--- src/hdl/bce_pkg.sv ---
// ----------------------------------------------------------------------------
// bce_pkg
// shared types, codes and helpers for the bezier curve evaluator
// ----------------------------------------------------------------------------
`default_nettype none

package bce_pkg;

    localparam int MAX_POINTS_DEF = 16;
    localparam logic [16:0] T_ONE = 17'd65536;

    typedef enum logic [1:0] {
        OP_WRITE = 2'd0,
        OP_POS   = 2'd1,
        OP_TAN   = 2'd2,
        OP_NONE  = 2'd3
    } opcode_t;

    localparam logic KIND_POS = 1'b0;
    localparam logic KIND_TAN = 1'b1;

    typedef struct packed {
        opcode_t             opcode;
        logic [3:0]          point_index;
        logic signed [31:0]  point_x;
        logic signed [31:0]  point_y;
        logic signed [31:0]  point_z;
        logic [16:0]         t_param;
    } req_t;

    typedef struct packed {
        logic                result_kind;
        logic signed [31:0]  res_x;
        logic signed [31:0]  res_y;
        logic signed [31:0]  res_z;
    } rsp_t;

    typedef struct packed {
        logic signed [31:0]  x;
        logic signed [31:0]  y;
        logic signed [31:0]  z;
    } point_t;

    // working coordinate: one bit above q16.16 so point differences fit
    typedef logic signed [32:0] wcoord_t;

    typedef enum logic [3:0] {
        ST_IDLE,
        ST_LOAD,
        ST_LERP,
        ST_PICK,
        ST_NORM,
        ST_SQUARE,
        ST_ROOT,
        ST_DIV_GO,
        ST_DIV_WAIT,
        ST_OUT
    } state_t;

    // operands of the shared multiplier
    typedef struct packed {
        logic        is_square;
        wcoord_t     a;
        wcoord_t     b;
        logic [16:0] t;
        logic [30:0] m;
    } mul_op_t;

    // command to the root / divide unit
    typedef struct packed {
        logic        start;
        logic        is_div;
        logic [63:0] arg;
        logic [32:0] den;
    } ru_cmd_t;

    function automatic logic signed [31:0] sat32(input wcoord_t v);
        logic signed [31:0] r;
        begin
            if (v > 33'sd2147483647)
            begin
                r = 32'sh7fffffff;
            end
            else if (v < -33'sd2147483648)
            begin
                r = 32'sh80000000;
            end
            else
            begin
                r = v[31:0];
            end
            return r;
        end
    endfunction

endpackage

`default_nettype wire

--- src/hdl/bce_root_div.sv ---
// ----------------------------------------------------------------------------
// bce_root_div
// bit-serial integer square root and restoring divider, one bit a cycle
// ----------------------------------------------------------------------------
`default_nettype none

module bce_root_div (
    input  wire               clk,
    input  wire               rst_n,
    input  bce_pkg::ru_cmd_t  cmd,
    output logic              done,
    output logic [63:0]       result
);

    localparam logic [5:0] SQRT_STEPS = 6'd32;
    localparam logic [5:0] DIV_STEPS  = 6'd48;

    logic        busy_reg;
    logic        mode_reg;
    logic        done_reg;
    logic [5:0]  cnt_reg;
    logic [63:0] x_reg;
    logic [63:0] res_reg;
    logic [63:0] bit_reg;
    logic [32:0] den_reg;

    logic [63:0] trial;
    logic [33:0] rs;
    logic        ge;

    always_comb
    begin
        trial = res_reg + bit_reg;
        rs    = {res_reg[32:0], x_reg[47]};
        ge    = rs >= {1'b0, den_reg};
    end

    always_ff @(posedge clk or negedge rst_n)
    begin
        if (!rst_n)
        begin
            busy_reg <= 1'b0;
            done_reg <= 1'b0;
            mode_reg <= 1'b0;
            cnt_reg  <= '0;
        end
        else
        begin
            done_reg <= 1'b0;
            if (cmd.start)
            begin
                busy_reg <= 1'b1;
                mode_reg <= cmd.is_div;
                cnt_reg  <= cmd.is_div ? DIV_STEPS : SQRT_STEPS;
            end
            else if (busy_reg)
            begin
                cnt_reg <= cnt_reg - 6'd1;
                if (cnt_reg == 6'd1)
                begin
                    busy_reg <= 1'b0;
                    done_reg <= 1'b1;
                end
            end
        end
    end

    always_ff @(posedge clk)
    begin
        if (cmd.start)
        begin
            x_reg   <= cmd.arg;
            res_reg <= '0;
            bit_reg <= 64'd1 << 62;
            den_reg <= cmd.den;
        end
        else if (busy_reg)
        begin
            if (mode_reg)
            begin
                res_reg <= 64'(ge ? rs - {1'b0, den_reg} : rs);
                x_reg   <= {16'd0, x_reg[46:0], ge};
            end
            else
            begin
                if (x_reg >= trial)
                begin
                    x_reg   <= x_reg - trial;
                    res_reg <= (res_reg >> 1) + bit_reg;
                end
                else
                begin
                    res_reg <= res_reg >> 1;
                end
                bit_reg <= bit_reg >> 2;
            end
        end
    end

    assign done   = done_reg;
    assign result = mode_reg ? x_reg : res_reg;

endmodule

`default_nettype wire

--- config.mk ---
export PLATFORM = sky130hd
export DESIGN_NAME = bce_root_div
export DESIGN_NICKNAME = d
export VERILOG_FILES = /design/src/hdl/bce_pkg.sv /design/src/hdl/bce_root_div.sv
export SDC_FILE = /design/constraint.sdc
export NUM_CORES = 1
export LEC_CHECK = 0
export BUFFER_PORTS_ARGS = -buffer_cell sky130_fd_sc_hd__buf_2
export CORE_MARGIN = 3
export CORE_UTILIZATION = 45
export CTS_CLUSTER_SIZE = 12
export DETAILED_ROUTE_END_ITERATION = 7
export HOLD_SLACK_MARGIN = 0.05
export SLEW_MARGIN = 25
export SYNTH_ARGS = -nofsm -noshare
export SYNTH_HDL_FRONTEND = slang
export SYNTH_SLANG_ARGS = --single-unit
--- constraint.sdc ---
create_clock -name clk -period 20.1 [get_ports clk]
set_input_delay 2.01 -clock clk [delete_from_list [all_inputs] [get_ports clk]]
set_output_delay 2.01 -clock clk [all_outputs]
set_load 0.01 [all_outputs]
After elaboration in Yosys (flattened, before gate mapping) --
Cells that the tools add are included.
Cells by class: add/sub/neg operators 5, order comparisons 2, eq/ne operators 1, multiplexer cells 17, bitwise gates (word level) 1, reductions and logical operators 4
Operators by type and width (count):
- $mux 64 | 8
- $add 63x63->64 | 1
- $add 64x63->64 | 1
- $ge 64x64->1 | 1
- $sub 64x64->64 | 1
- $sub 34x33->35 | 1
- $ge 34x33->1 | 1
- $mux 6 | 2
- $eq 6x1->1 const B | 1
- $mux 1 | 6
- $sub 6x1->6 const B | 1
- $mux 5 | 1
- $reduce_and 2->1 | 2
- $reduce_bool 3->1 | 1
- $reduce_bool 2->1 | 1
- $not 1->1 | 1
Storage, ports and cells: flip-flop bits (word level) 202, input port bits 101, output and inout bits 65, logic and storage cells 38

Logic depth before layout (Yosys ltp) --
depth in word-level cells 6, gate-level depth with buffers 28, depth with buffers taken out 25

Worst setup path after synthesis --
No wires, ideal clock.
kind reg-to-reg, start reg res_reg[2], end reg x_reg[0] (enable), library setup time 507 ps, arrival time 7725 ps, data required time 19593 ps, slack 11868 ps, cell stages (with the launch flop) 25, buffers on the path 3, period minus slack after synthesis 8232 ps, cell sequence dfxtp_1 -> ha_1 -> a31o_2 -> o211ai_2 -> o21ai_1 -> a31oi_1 -> o21ai_1 -> a31oi_1 -> o21ai_0 -> o21ai_1 -> o21bai_1 -> a21oi_1 -> xor2_1 -> ha_1 -> buf_2 -> and3_1 -> nand2_1 -> or3_1 -> nor4_1 -> o31ai_1 -> o211ai_1 -> o21ai_4 -> buf_2 -> buf_2 -> a21oi_1
Between the ends: longest elaborated chain between the ends 4
Ends and longest elaborated chain:
- from (decl) | RTL line bce_root_div.sv:23 | logic [63:0] res_reg;
- from (signal assigned) | RTL line bce_root_div.sv:81 | res_reg <= 64'(ge ? rs - {1'b0, den_reg} : rs);
- from (signal assigned) | RTL line bce_root_div.sv:89 | res_reg <= (res_reg >> 1) + bit_reg;
- from (signal assigned) | RTL line bce_root_div.sv:93 | res_reg <= res_reg >> 1;
- $add 64x63->64 | RTL line bce_root_div.sv:33 | trial = res_reg + bit_reg;
- $ge 64x64->1 | RTL line bce_root_div.sv:86 | if (x_reg >= trial)
- $reduce_bool 3->1 (no line)
- $reduce_and 2->1 (no line)
- to (signal assigned) | RTL line bce_root_div.sv:72 | x_reg <= cmd.arg;
- to (signal assigned) | RTL line bce_root_div.sv:82 | x_reg <= {16'd0, x_reg[46:0], ge};
- to (signal assigned) | RTL line bce_root_div.sv:88 | x_reg <= x_reg - trial;
- to (decl) | RTL line bce_root_div.sv:22 | logic [63:0] x_reg;
Every way passes these cells. A chain may end at the register's enable or synchronous reset.

Worst setup path in the final report --
start reg res_reg[4], end reg x_reg[4] (enable)
Same word-level chain as after synthesis.

==> flow_summary.ini <==
[status]
status = complete, no violations

[synthesis]
synthFlopType = edfxtp_1
synth_warnings = 0
synth_seq_cells = 202
synth_seq_area_share_pct = 25.2
synth.distinct_cells = 94
synth-compound-area-share_pct = 29.4
syn_avg_cell_area_um2 = 7.76
async_flop_share_pct = 4.46
synth_most_common_cell = nand2_1
synth_top_cells_by_area = edfxtp_1, ha_1, dfxtp_1
synth_xor_area_share_pct = 8.69
yosys-top-cells-count = nand2_1, a21oi_1, nor2_1, ha_1, o21ai_0
synth_area_leader_cell = edfxtp_1
syn_inst = 2584
synth-adder-area-share_pct = 10.5
synth_edf_count = 97
synth_nets = 2852
synth_top_family_by_area = compound AO/OA/AOI/OAI gates
synth-simple-area-share_pct = 18.6
synthMuxAreaShare_pct = 2.78
syn_area_mm2 = 0.0201
synth_top_area_share_pct = 14.5

[floorplan]
pin_count = 166
start_util_pct = 46.1
num_rows = 76
fp.dieH_um = 217
die_area_mm2 = 0.0472
coreArea_mm2 = 0.0436
die_w_um = 217

[cells_and_area]
drive_gt1_share_pct = 12.1
postLayoutCellArea_mm2 = 0.0220
n_antenna_cell = 0
ff_latch_area_mm2 = 0.00506
area_delta_synth_final_pct = 9.67
fillers = 4381
layout.nets = 2908
multi_input_area_mm2 = 0.0140

[timing]
hold_ws_ns = 0.488
hold_viol = 0
clock_skew_ns = 0.0295
setup_slack_ns = 12.96
period_minus_slack_ns = 7.14
max_slew_margin_pct = 30.3
max_freq_mhz = 140
finalSetupTns_ns = 0
drv_slew = 0
finalSetupViolCount = 0
min_period_over_period_pct = 35.5
rsz0062_at_grt = false
worst_pin_slew_ns = 1.05

[drt]
num_vias = 20100
wl_per_cell_um = 22.1
drcViolationCount = 0
drtIter0Drc = 1564
via_per_inst = 6.21
ant_nets = 0
routed_wl_mm = 71.9
dr.pass1.iters = 6

[critical_path]
worst_path_most_repeated_cell = o21ai_1
worstSetupPathType = flop to flop
r2r-end = x_reg[4]
reg2reg_depth = 23
r2r_slack_ns = 12.96
crit_path_cell_trace = ha_1 > a211o_1 > o211ai_2 > o21ai_1 > a31oi_1 > o21ai_1 > a31oi_1 > o21ai_0 > o21ai_1 > o21bai_1 > a21oi_1 > xor2_1 > ha_1 > and3_1 > nand2_1 > or3_1 > nor4_1 > o31ai_1 > o211ai_1 > o21ai_4 > buf_4 > a21oi_4 > buf_4
end_kind = flop
slowest_stage = buf_4
worstPathArrival_ns = 7.34
crit_path_max_fanout = 56
required_ns = 20.29
start_kind = flop
max_stage_delay_ns = 0.66
r2r_start = res_reg[4]

[clocking]
insertion_delay_ns = 0.58
cts_tree = built
cts_root_buf = clkbuf_16
htreeDepth = 1
cts.clk_slew.worst_paths_ns = 0.06
numCtsBuffers = 26
post-cts-setup-buffers = 0
ctsLongestPathBuffers = 3
hold_buffers = 0
cts_resized = 0
numClockSinks = 202

[hold_path]
hold_depth = 2
hold_start = bit_reg[0]
hp-class = flop to flop
whs_endpoint = bit_reg[0]

[global_route]
gr-usage-all-layers_pct = 29.5
grt_pass1_vias = 19600
grt_max_degree = 203
grt_pass1_wl_mm = 111
grt_overflow_total = 0
antenna_found_initial = 1

[place]
placed_area_mm2 = 0.0212
dp_hpwl_mm = 55.0
gp_congestion = 0.945
io_buffers = 165
pre_cts_slack_ns = 13.02

[pwr]
irDropWorstVdd_mv = 0.0702
power_mw = 3.18
leakage_nw = 8.95
pwr_density_cell_mw_per_mm2 = 144

[job]
maxCapViolations = 0
## worst max-delay path: cells and delay by family, from the launching register on
| family | cells | cell delay [ns] |
|---|---|---|
| AOI/OAI and AO/OA | 14 | 3.11 |
| and+or+nand+nor | 4 | 0.99 |
| buffers and inverters | 2 | 0.95 |
| adders and majority gates | 2 | 0.85 |
| DFF | 1 | 0.57 |
| xor gates and xnor gates | 1 | 0.15 |
## layout by cell type (no fill, tap or decap), drive strengths merged, types with 13 or more instances in the layout
| cell | n |
|---|---|
| nand2 | 343 |
| clkbuf | 35 |
| clkinv | 14 |
| edfxtp | 97 |
| o21bai | 28 |
| mux2 | 46 |
| a31oi | 58 |
| nor2b | 17 |
| a21o | 83 |
| a211oi | 27 |
| nand2b | 23 |
| nor3 | 36 |
| o21ai | 204 |
| o211ai | 39 |
| o21a | 42 |
| nor4 | 13 |
| nand4 | 49 |
| buf | 183 |
| o31ai | 21 |
| a21oi | 233 |
| dfxtp | 96 |
| nor2 | 194 |
| nand3 | 48 |
| inv | 93 |
| xnor2 | 124 |
| and3 | 25 |
| xor2 | 75 |
| a31o | 27 |
| a311oi | 14 |
| and2 | 22 |
| or3 | 13 |
| ha | 165 |
## report_power, final
| part | switching [mW] | internal, mW | total, mW |
|---|---|---|---|
| logic | 1.22 | 0.763 | 1.98 |
| registers | 0.162 | 0.576 | 0.738 |
| clock network | 0.203 | 0.259 | 0.463 |
## routing by layer
metal	wire, um	global-route usage, %	vias up
met5	0	0	-
met4	2540	9.22	0
met3	4090	3.28	132
met2	34100	50.9	708
met1	31100	38.8	9661
li1	-	-	9637
## metrics by stage
stage,util [%],cells
2_1_floorplan,-,2584
3_3_place_gp,48.6,3197
3_5_place_dp,48.6,3197
4_1_cts,50.5,3245
5_1_grt,50.5,3245
6_report,50.5,3245
## how the worst max path moves through the flow
stage / startpoint / to / cells after the start
6_report: res_reg[4] / x_reg[4] / 23
5_1_grt: res_reg[4] / x_reg[2] / 23
4_1_cts: res_reg[4] / x_reg[26] / 23
3_5_place_dp: res_reg[2] / x_reg[0] / 23
3_3_place_gp: res_reg[2] / res_reg[11] / 26
2_1_floorplan: res_reg[2] / x_reg[0] / 24
## logic make-up after synthesis
group,count (synthesis)
AO/OA/AOI/OAI,901
XOR/XNOR,199
AND/OR/NAND/NOR,815
buffers and inverters,250
multiplexers,50
flip-flops,202
adder cells (fa/ha/maj),167
## final cells by class
class	instances	area share, %
Multi-Input combinational cell	2132	63.9
Sequential cell	202	23.0
Timing Repair Buffer	183	4.45
Clock buffer	35	3.39
Tap cell	585	3.33
Inverter	95	1.62
Clock inverter	13	0.341
No activity file was read; power rests on OpenSTA's default activity.
