`src/hdl/bce_pkg.sv`:
```
// ----------------------------------------------------------------------------
// bce_pkg
// shared types, codes and helpers for the bezier curve evaluator
// ----------------------------------------------------------------------------
`default_nettype none

package bce_pkg;

    localparam int MAX_POINTS_DEF = 16;
    localparam logic [16:0] T_ONE = 17'd65536;

    typedef enum logic [1:0] {
        OP_WRITE = 2'd0,
        OP_POS   = 2'd1,
        OP_TAN   = 2'd2,
        OP_NONE  = 2'd3
    } opcode_t;

    localparam logic KIND_POS = 1'b0;
    localparam logic KIND_TAN = 1'b1;

    typedef struct packed {
        opcode_t             opcode;
        logic [3:0]          point_index;
        logic signed [31:0]  point_x;
        logic signed [31:0]  point_y;
        logic signed [31:0]  point_z;
        logic [16:0]         t_param;
    } req_t;

    typedef struct packed {
        logic                result_kind;
        logic signed [31:0]  res_x;
        logic signed [31:0]  res_y;
        logic signed [31:0]  res_z;
    } rsp_t;

    typedef struct packed {
        logic signed [31:0]  x;
        logic signed [31:0]  y;
        logic signed [31:0]  z;
    } point_t;

    // working coordinate: one bit above q16.16 so point differences fit
    typedef logic signed [32:0] wcoord_t;

    typedef enum logic [3:0] {
        ST_IDLE,
        ST_LOAD,
        ST_LERP,
        ST_PICK,
        ST_NORM,
        ST_SQUARE,
        ST_ROOT,
        ST_DIV_GO,
        ST_DIV_WAIT,
        ST_OUT
    } state_t;

    // operands of the shared multiplier
    typedef struct packed {
        logic        is_square;
        wcoord_t     a;
        wcoord_t     b;
        logic [16:0] t;
        logic [30:0] m;
    } mul_op_t;

    // command to the root / divide unit
    typedef struct packed {
        logic        start;
        logic        is_div;
        logic [63:0] arg;
        logic [32:0] den;
    } ru_cmd_t;

    function automatic logic signed [31:0] sat32(input wcoord_t v);
        logic signed [31:0] r;
        begin
            if (v > 33'sd2147483647)
            begin
                r = 32'sh7fffffff;
            end
            else if (v < -33'sd2147483648)
            begin
                r = 32'sh80000000;
            end
            else
            begin
                r = v[31:0];
            end
            return r;
        end
    endfunction

endpackage

`default_nettype wire

```
`src/hdl/bce_point_mem.sv`:
```
// ----------------------------------------------------------------------------
// bce_point_mem
// control point store, one write and one registered read per cycle
// ----------------------------------------------------------------------------
`default_nettype none

module bce_point_mem #(
    parameter int DEPTH = bce_pkg::MAX_POINTS_DEF,
    parameter int AW    = $clog2(DEPTH)
) (
    input  wire                   clk,
    input  wire                   wr_en,
    input  wire [AW-1:0]          wr_addr,
    input  bce_pkg::point_t       wr_data,
    input  wire                   rd_en,
    input  wire [AW-1:0]          rd_addr,
    output bce_pkg::point_t       rd_data
);

    bce_pkg::point_t mem [DEPTH];

    always_ff @(posedge clk)
    begin
        if (wr_en)
        begin
            mem[wr_addr] <= wr_data;
        end
    end

    always_ff @(posedge clk)
    begin
        if (rd_en)
        begin
            rd_data <= mem[rd_addr];
        end
    end

endmodule

`default_nettype wire

```
`config.mk`:
```
export PLATFORM = sky130hd
export DESIGN_NAME = bce_point_mem
export DESIGN_NICKNAME = d
export VERILOG_FILES = /design/src/hdl/bce_pkg.sv /design/src/hdl/bce_point_mem.sv
export SDC_FILE = /design/constraint.sdc
export NUM_CORES = 1
export LEC_CHECK = 0
export BUFFER_PORTS_ARGS = -buffer_cell sky130_fd_sc_hd__buf_2
export CAP_MARGIN = 40
export CORE_MARGIN = 5
export CORE_UTILIZATION = 60
export DETAILED_ROUTE_END_ITERATION = 10
export PLACE_DENSITY = 0.74
export SYNTH_ARGS = -nofsm -noshare
export SYNTH_HDL_FRONTEND = slang
export SYNTH_SLANG_ARGS = --single-unit
```
`constraint.sdc`:
```
create_clock -name clk -period 23.1 [get_ports clk]
set_input_delay 0 -clock clk [delete_from_list [all_inputs] [get_ports clk]]
set_output_delay 0 -clock clk [all_outputs]
set_load 0.01 [all_outputs]
```
== Word-level counts from Yosys, hierarchy flattened ==
Memories as Yosys holds them, arrays and structs flattened. A register that Yosys moved wholly into a read port is not among the register bits.
Cells that the tools add are included.
Widths: inputs -> output; s select.
Word-level totals
  memory bits (read-only): 0
  input bits: 107
  memories kept: 1
  bits in latches: 0
  RAM bits: 1536
  output and inout bits: 96
  flip-flop bits (word level): 0
Operators by class
  shifts and indexed selects: 0
  reduce and logical (&&, ||, !) cells: 0
  div/mod/pow operators: 0
  bitwise logic cells: 0
  equality and inequality tests: 0
  $lt $le $gt $ge: 0
  multipliers: 0
  add/subtract/negate cells: 0
  muxes and demuxes: 2
Memory list
  mem: depth 16, width 96, rd ports 1, clocked after memory_dff 1, write ports 1, RTL line bce_point_mem.sv:20  | bce_pkg::point_t mem [DEPTH];
Operators by type and width (number)
  $mux 1: 2

== Depth between registers and ports, before layout ==
Gate-level depths: netlist of run 1.
  word-level depth: 2
  gate-level depth with buffers: 6
  depth with buffers taken out: 3

== Least setup slack after synthesis of run 1 ==
OpenSTA, ideal clock, no wires.
  kind: input to register
  start point: in wr_addr[2]
  end point: mem mem[0][0] (netlist bit), enable pin
  library setup time: 0.670 ns
  data arrival time: 7.008 ns
  required time: 22.430 ns
  stages: 2
  setup slack: 15.422 ns
  cell sequence: or3b_2 nor3_1
RTL lines
  from (decl): RTL line bce_point_mem.sv:13  | input wire [AW-1:0] wr_addr,
  to (decl): RTL line bce_point_mem.sv:20
Straight into the memory's write port.

== Worst setup path in the final report of run 1 ==
  start point: in wr_addr[3]
  end point: mem mem[5][17] (netlist bit), enable pin
Straight into the memory's write port.

==> results of run 1 <==
routing by layer:
layer  GRT usage, %  up-vias  part of all wire [%]
met3           5.17      241                   9.5
met4           7.52       10                   2.5
met2           44.2     1709                    51
met1           36.6    15200                    37
li1               -    11500                     -
met5              0        -                 0.049
timing repair:
action	4_1_cts	5_1_grt
setup endpoints to repair	0	0
hold endpoints to repair	1611	0
setup buffers	0	0
hold buffers	108	0
worst reg2reg max path, stage by stage, from the launching register on:
cell           delay [ps]
edfxtp_1              370
mux4_2                470
a22oi_1               190
dlygate4sd3_1         570
nand2_1                50
dlygate4sd3_1         560
report_power, final:
group / switching (mW) / total, mW / internal [mW]
sequential: 0.0231 / 3.36 / 3.34
combinational: 0.180 / 0.308 / 0.127
clock: 1.06 / 2.55 / 1.49
total: 1.27 / 6.22 / 4.95
stage by stage:
stage	power, mW	setup WS, ps	cells
6_report	6.22	20020	4306
5_1_grt	6.41	19930	4303
4_1_cts	6.25	20040	4300
3_5_place_dp	3.71	19640	3905
3_3_place_gp	3.69	19400	3883
2_1_floorplan	3.58	15420	2460
layout make-up:
cell class,instances,area [µm²],area share (%)
Clock buffer,189,4130,5.94
Tap cell,1298,1620,2.33
Antenna cell,6,15.0,0.0216
Multi-Input combinational cell,699,10700,15.4
Timing Repair Buffer,384,3080,4.43
Sequential cell,1632,49000,70.4
Clock inverter,98,995,1.43
logic make-up after synthesis:
family,share of synthesized area [%]
simple gates,0.817
buf+inv,1.21
compound gates,2.39
flops,81.2
mux,14.3
path summary, 6_finish.rpt:
kind / slack (ps) / startpoint / to
worst max-delay path: 20020 / wr_addr[3] / mem[5][17]
worst min-delay path: 170 / rd_addr[1] / rd_data[26]
worst max register to register: 20630 / mem[11][53] / rd_data[53]
worst min register to register: 740 / mem[15][36] / rd_data[36]
flip-flops by register name, indices dropped and copies added, names as in the netlist:
register / flops
mem: 1536
rd_data: 96
synth_stat cells:
cell      instances
buf_4            19
nand3_1           1
buf_1            32
nand3b_1          2
clkbuf_1         46
nand2b_1          2
nor2b_1           2
or3b_2            1
nor3_1            4
nor2_1           13
buf_2            11
mux4_2          384
nand2_1          97
and2_1            1
buf_6            21
edfxtp_1       1632
a22oi_1         192
==> results_dict.tcl, run 1 <==
set metrics [dict create \
    finalHoldViolations 0 \
    crit_required_ps 23450 \
    post-route-cell-area_mm2 0.0696 \
    hp-class "input port to flip-flop" \
    routed-via-count 28600 \
    placed_cell_area_mm2 0.0633 \
    final.setup.tns_ps 0 \
    reg2reg_depth 5 \
    final_common_cell "edfxtp_1" \
    first_pass_iters 7 \
    ys_seq_area_share_pct 81.2 \
    boundaryPins 203 \
    first_global_vias 29800 \
    synth_warnings 0 \
    core_mm2 0.100 \
    routed_wl_um 140000 \
    utilization_pct 69.6 \
    synth_top_area_cell "edfxtp_1" \
    clk_pin_slew_ps 60 \
    slowest_stage "buf_4" \
    start_util_pct 60.3 \
    crit_top_cell "buf_4" \
    cts_root_buffer "clkbuf_16" \
    drcViolationCount 0 \
    ant_nets 0 \
    max_clock_freq_mhz 324 \
    syn_to_final_growth_pct 15.3 \
    syn-num-nets 2567 \
    path_buf_inv 4 \
    final_cell_mix "edfxtp_1, mux4_2, buf_2" \
    avgSynthCellArea_um2 24.5 \
    period_minus_slack_ps 3080 \
    crit_path_start_kind "input port" \
    synth_area_leaders "edfxtp_1, mux4_2, a22oi_1" \
    dpl.hpwl_um 67600 \
    power.density_mw_per_mm2 89.4 \
    cts.sink_count 1632 \
    grtUsageTotal_pct 26.5 \
    grt_overflow 0 \
    port_buffers 202 \
    cts_tree "yes" \
    cp.depth 6 \
    wl_per_cell_um 32.6 \
    min_path_cells 4 \
    clockBufferDepth 3 \
    drv_cap 0 \
    max_slew_margin_pct 21.4 \
    arrival_ps 3440 \
    syn_area_mm2 0.0603 \
    path_cells "dlygate4sd3_1 > buf_2 > nand3b_1 > nor2_4 > buf_4 > buf_4" \
    row_count 116 \
    finalCritPeriodShare_pct 13.4 \
    gpl.final_weighted_congestion 0.731 \
    finalSetupViolations 0 \
    cpLargestDelayFamily "buffers and inverters" \
    crit_type "input port to flip-flop" \
    slowest_delay_ps 800 \
    ys_ff_latch 1632 \
    numCtsBuffers 154 \
    endpoint_kind "flip-flop" \
    die_h_um 327 \
    ir_drop_mv 0.0616 \
    synthesis.instances 2460 \
    tightest_slew_ps 1180 \
    p_leak_nw 22.4 \
    design.die.area_mm2 0.107 \
    via_per_inst 6.64 \
    cts-resized-gates 0 \
    grt_max_degree 159 \
    rsz0062_at_grt "false" \
    fin_skew_ps 25.6 \
    grt_pass1_wl_um 205000 \
    fill_cells 5632 \
    cp_max_fo 40 \
    nNetsFinal 2978 \
    drive_gt1_share_pct 30.3 \
    clk-insertion-delay-late_ps 740 \
    hold_ws_ps 168 \
    die_w_um 327 \
    synth_cell_type_count 17 \
    antenna_found_initial 10 \
    final_max_slew_viol_count 0 \
    yosys.area.top_type_share_pct 81.2 \
    h-tree-depth 4 \
    outcome "finished clean" \
    drtIter0Drc 3802 \
]
No activity file was read; power rests on OpenSTA's default activity.
==> run 2: changes to the inputs <==
--- a/config.mk
+++ b/config.mk
@@ -8,9 +8,9 @@
 export BUFFER_PORTS_ARGS = -buffer_cell sky130_fd_sc_hd__buf_2
 export CAP_MARGIN = 40
 export CORE_MARGIN = 5
-export CORE_UTILIZATION = 60
+export CORE_UTILIZATION = 55
 export DETAILED_ROUTE_END_ITERATION = 10
-export PLACE_DENSITY = 0.74
+export PLACE_DENSITY = 0.72
 export SYNTH_ARGS = -nofsm -noshare
 export SYNTH_HDL_FRONTEND = slang
 export SYNTH_SLANG_ARGS = --single-unit
==> constraint.sdc (replaced) <==
create_clock -name clk -period 2.6 [get_ports clk]
set_input_delay 0 -clock clk [delete_from_list [all_inputs] [get_ports clk]]
set_output_delay 0 -clock clk [all_outputs]
set_load 0.01 [all_outputs]
==> run 2 against run 1 <==
Net effect:
- final cell count grew 3.3%
- register-to-register slack lost 20000 ps
- clock skew grew 4.9 ps
- via count shrank 1.2%
- combinational power grew to 9.1 times the previous value
- power grew to 8.7 times the previous value
- worst setup slack lost 20000 ps
- design area grew 0.58%
- utilization shrank 5.3 points
- critical endpoint is now mem[0][9]
==> results_dict.tcl, run 2 (same netlist as run 1, synthesis figures left out) <==
set metrics [dict create \
    dpl.hpwl_um 69400 \
    grt_max_degree 76 \
    clk-insertion-delay-late_ps 760 \
    fin_skew_ps 30.4 \
    period_minus_slack_ps 2230 \
    drtIter0Drc 3468 \
    first_pass_iters 6 \
    utilization_pct 64.3 \
    tightest_slew_ps 843 \
    clockBufferDepth 3 \
    clk_pin_slew_ps 60 \
    finalSetupViolations 0 \
    crit_type "input port to flip-flop" \
    grt_overflow 0 \
    p_leak_nw 22.4 \
    reg_top3 "mem: 1536 flops, rd_data: 96 flops" \
    row_count 121 \
    total_power_mw 54.0 \
    via_per_inst 6.35 \
    gpl.final_weighted_congestion 0.738 \
    cp_max_fo 29 \
    routed_wl_um 137000 \
    nNetsFinal 3002 \
    cts_tree "yes" \
    wl_per_cell_um 30.9 \
    grtUsageTotal_pct 23.8 \
    largest_reg_flops 1536 \
    die_h_um 341 \
    top_register "mem" \
    port_buffers 202 \
    finalHoldViolations 0 \
    placed_cell_area_mm2 0.0640 \
    crit_path_start_kind "input port" \
    final_max_slew_viol_count 0 \
    endpoint_kind "flip-flop" \
    final_common_cell "edfxtp_1" \
    drv_cap 0 \
    first_global_vias 29800 \
    power.density_mw_per_mm2 772 \
    drcViolationCount 0 \
    outcome "finished clean" \
    final_cell_mix "edfxtp_1, mux4_2, buf_2" \
    max_clock_freq_mhz 448 \
    routed-via-count 28200 \
    hp-class "input port to flip-flop" \
    boundaryPins 203 \
    antenna_found_initial 10 \
    cts.sink_count 1632 \
    rsz0062_at_grt "false" \
    ant_nets 0 \
    finalCritPeriodShare_pct 85.9 \
    syn_to_final_growth_pct 16.0 \
    die_w_um 341 \
    h-tree-depth 4 \
    post-route-cell-area_mm2 0.0700 \
    max_slew_margin_pct 43.8 \
    ir_drop_mv 0.677 \
    cts_root_buffer "clkbuf_16" \
    numCtsBuffers 156 \
    drive_gt1_share_pct 30.1 \
    cts_setup_buffers 0 \
    design.die.area_mm2 0.116 \
    grt_pass1_wl_um 201000 \
    arrival_ps 2640 \
    crit_required_ps 3010 \
    core_mm2 0.109 \
    start_util_pct 55.4 \
]
-- run 2: cell count changes in the layout (fill, tap and decap cells not counted), sizes merged --
cell      previous run  this run
diode                6         9
clkinv              66        76
buf                276       298
clkbuf             189       193
inv                  6         7
bufinv              19         8
clkinvlp             7         3
-- run 2: final cells by class --
cell class	instances	area, µm²
clock inverter	94	759
clock buffer	193	4090
multi-input combinational	699	10800
timing repair buffer	406	3570
antenna	9	22.5
tap	1414	1770
sequential	1632	49000
fill	6776	38900
-- run 2: timing repair --
action	4_1_cts	5_1_grt
hold endpoints to repair	1689	0
hold buffers	108	0
gates resized for setup	0	0
-- run 2: worst max-delay path: stages --
cell and delay (ps):
dlygate4sd3_1 520, buf_2 150, or3b_4 480, nor3_4 170, dlygate4sd3_1 610, buf_12 280, buf_4 410
-- run 2: power breakdown --
group	internal, mW	switching (mW)
Sequential	29.6	0.198
Clock	12.0	9.35
Combinational	1.18	1.60
-- run 2: final timing paths --
kind	from	end	slack, ps	cells past startpoint
worst max-delay path	wr_addr[2]	mem[0][9]	370	7
worst min-delay path	rd_addr[0]	rd_data[10]	70	4
worst max register to register	mem[5][40]	rd_data[40]	720	4
worst min register to register	mem[12][55]	rd_data[55]	740	3
-- run 2: metal layers --
metal	global-route usage, %	routed length, µm
met1	33.5	52500
met3	4.95	12700
met4	5.74	2750
met5	0	50
met2	39.3	69200
-- run 2: metrics by stage --
stage | hold WS (ps) | setup WS, ps | std cells | setup TNS, ps
final | 65.2 | 368 | 4447 | 0
after global placement | 348 | 506 | 4043 | 0
after global routing | 75.2 | 317 | 4439 | 0
after detailed placement | 378 | 499 | 4043 | 0
after floorplan | 98.9 | -773 | 2460 | -928970
after CTS | 49.9 | 402 | 4438 | 0
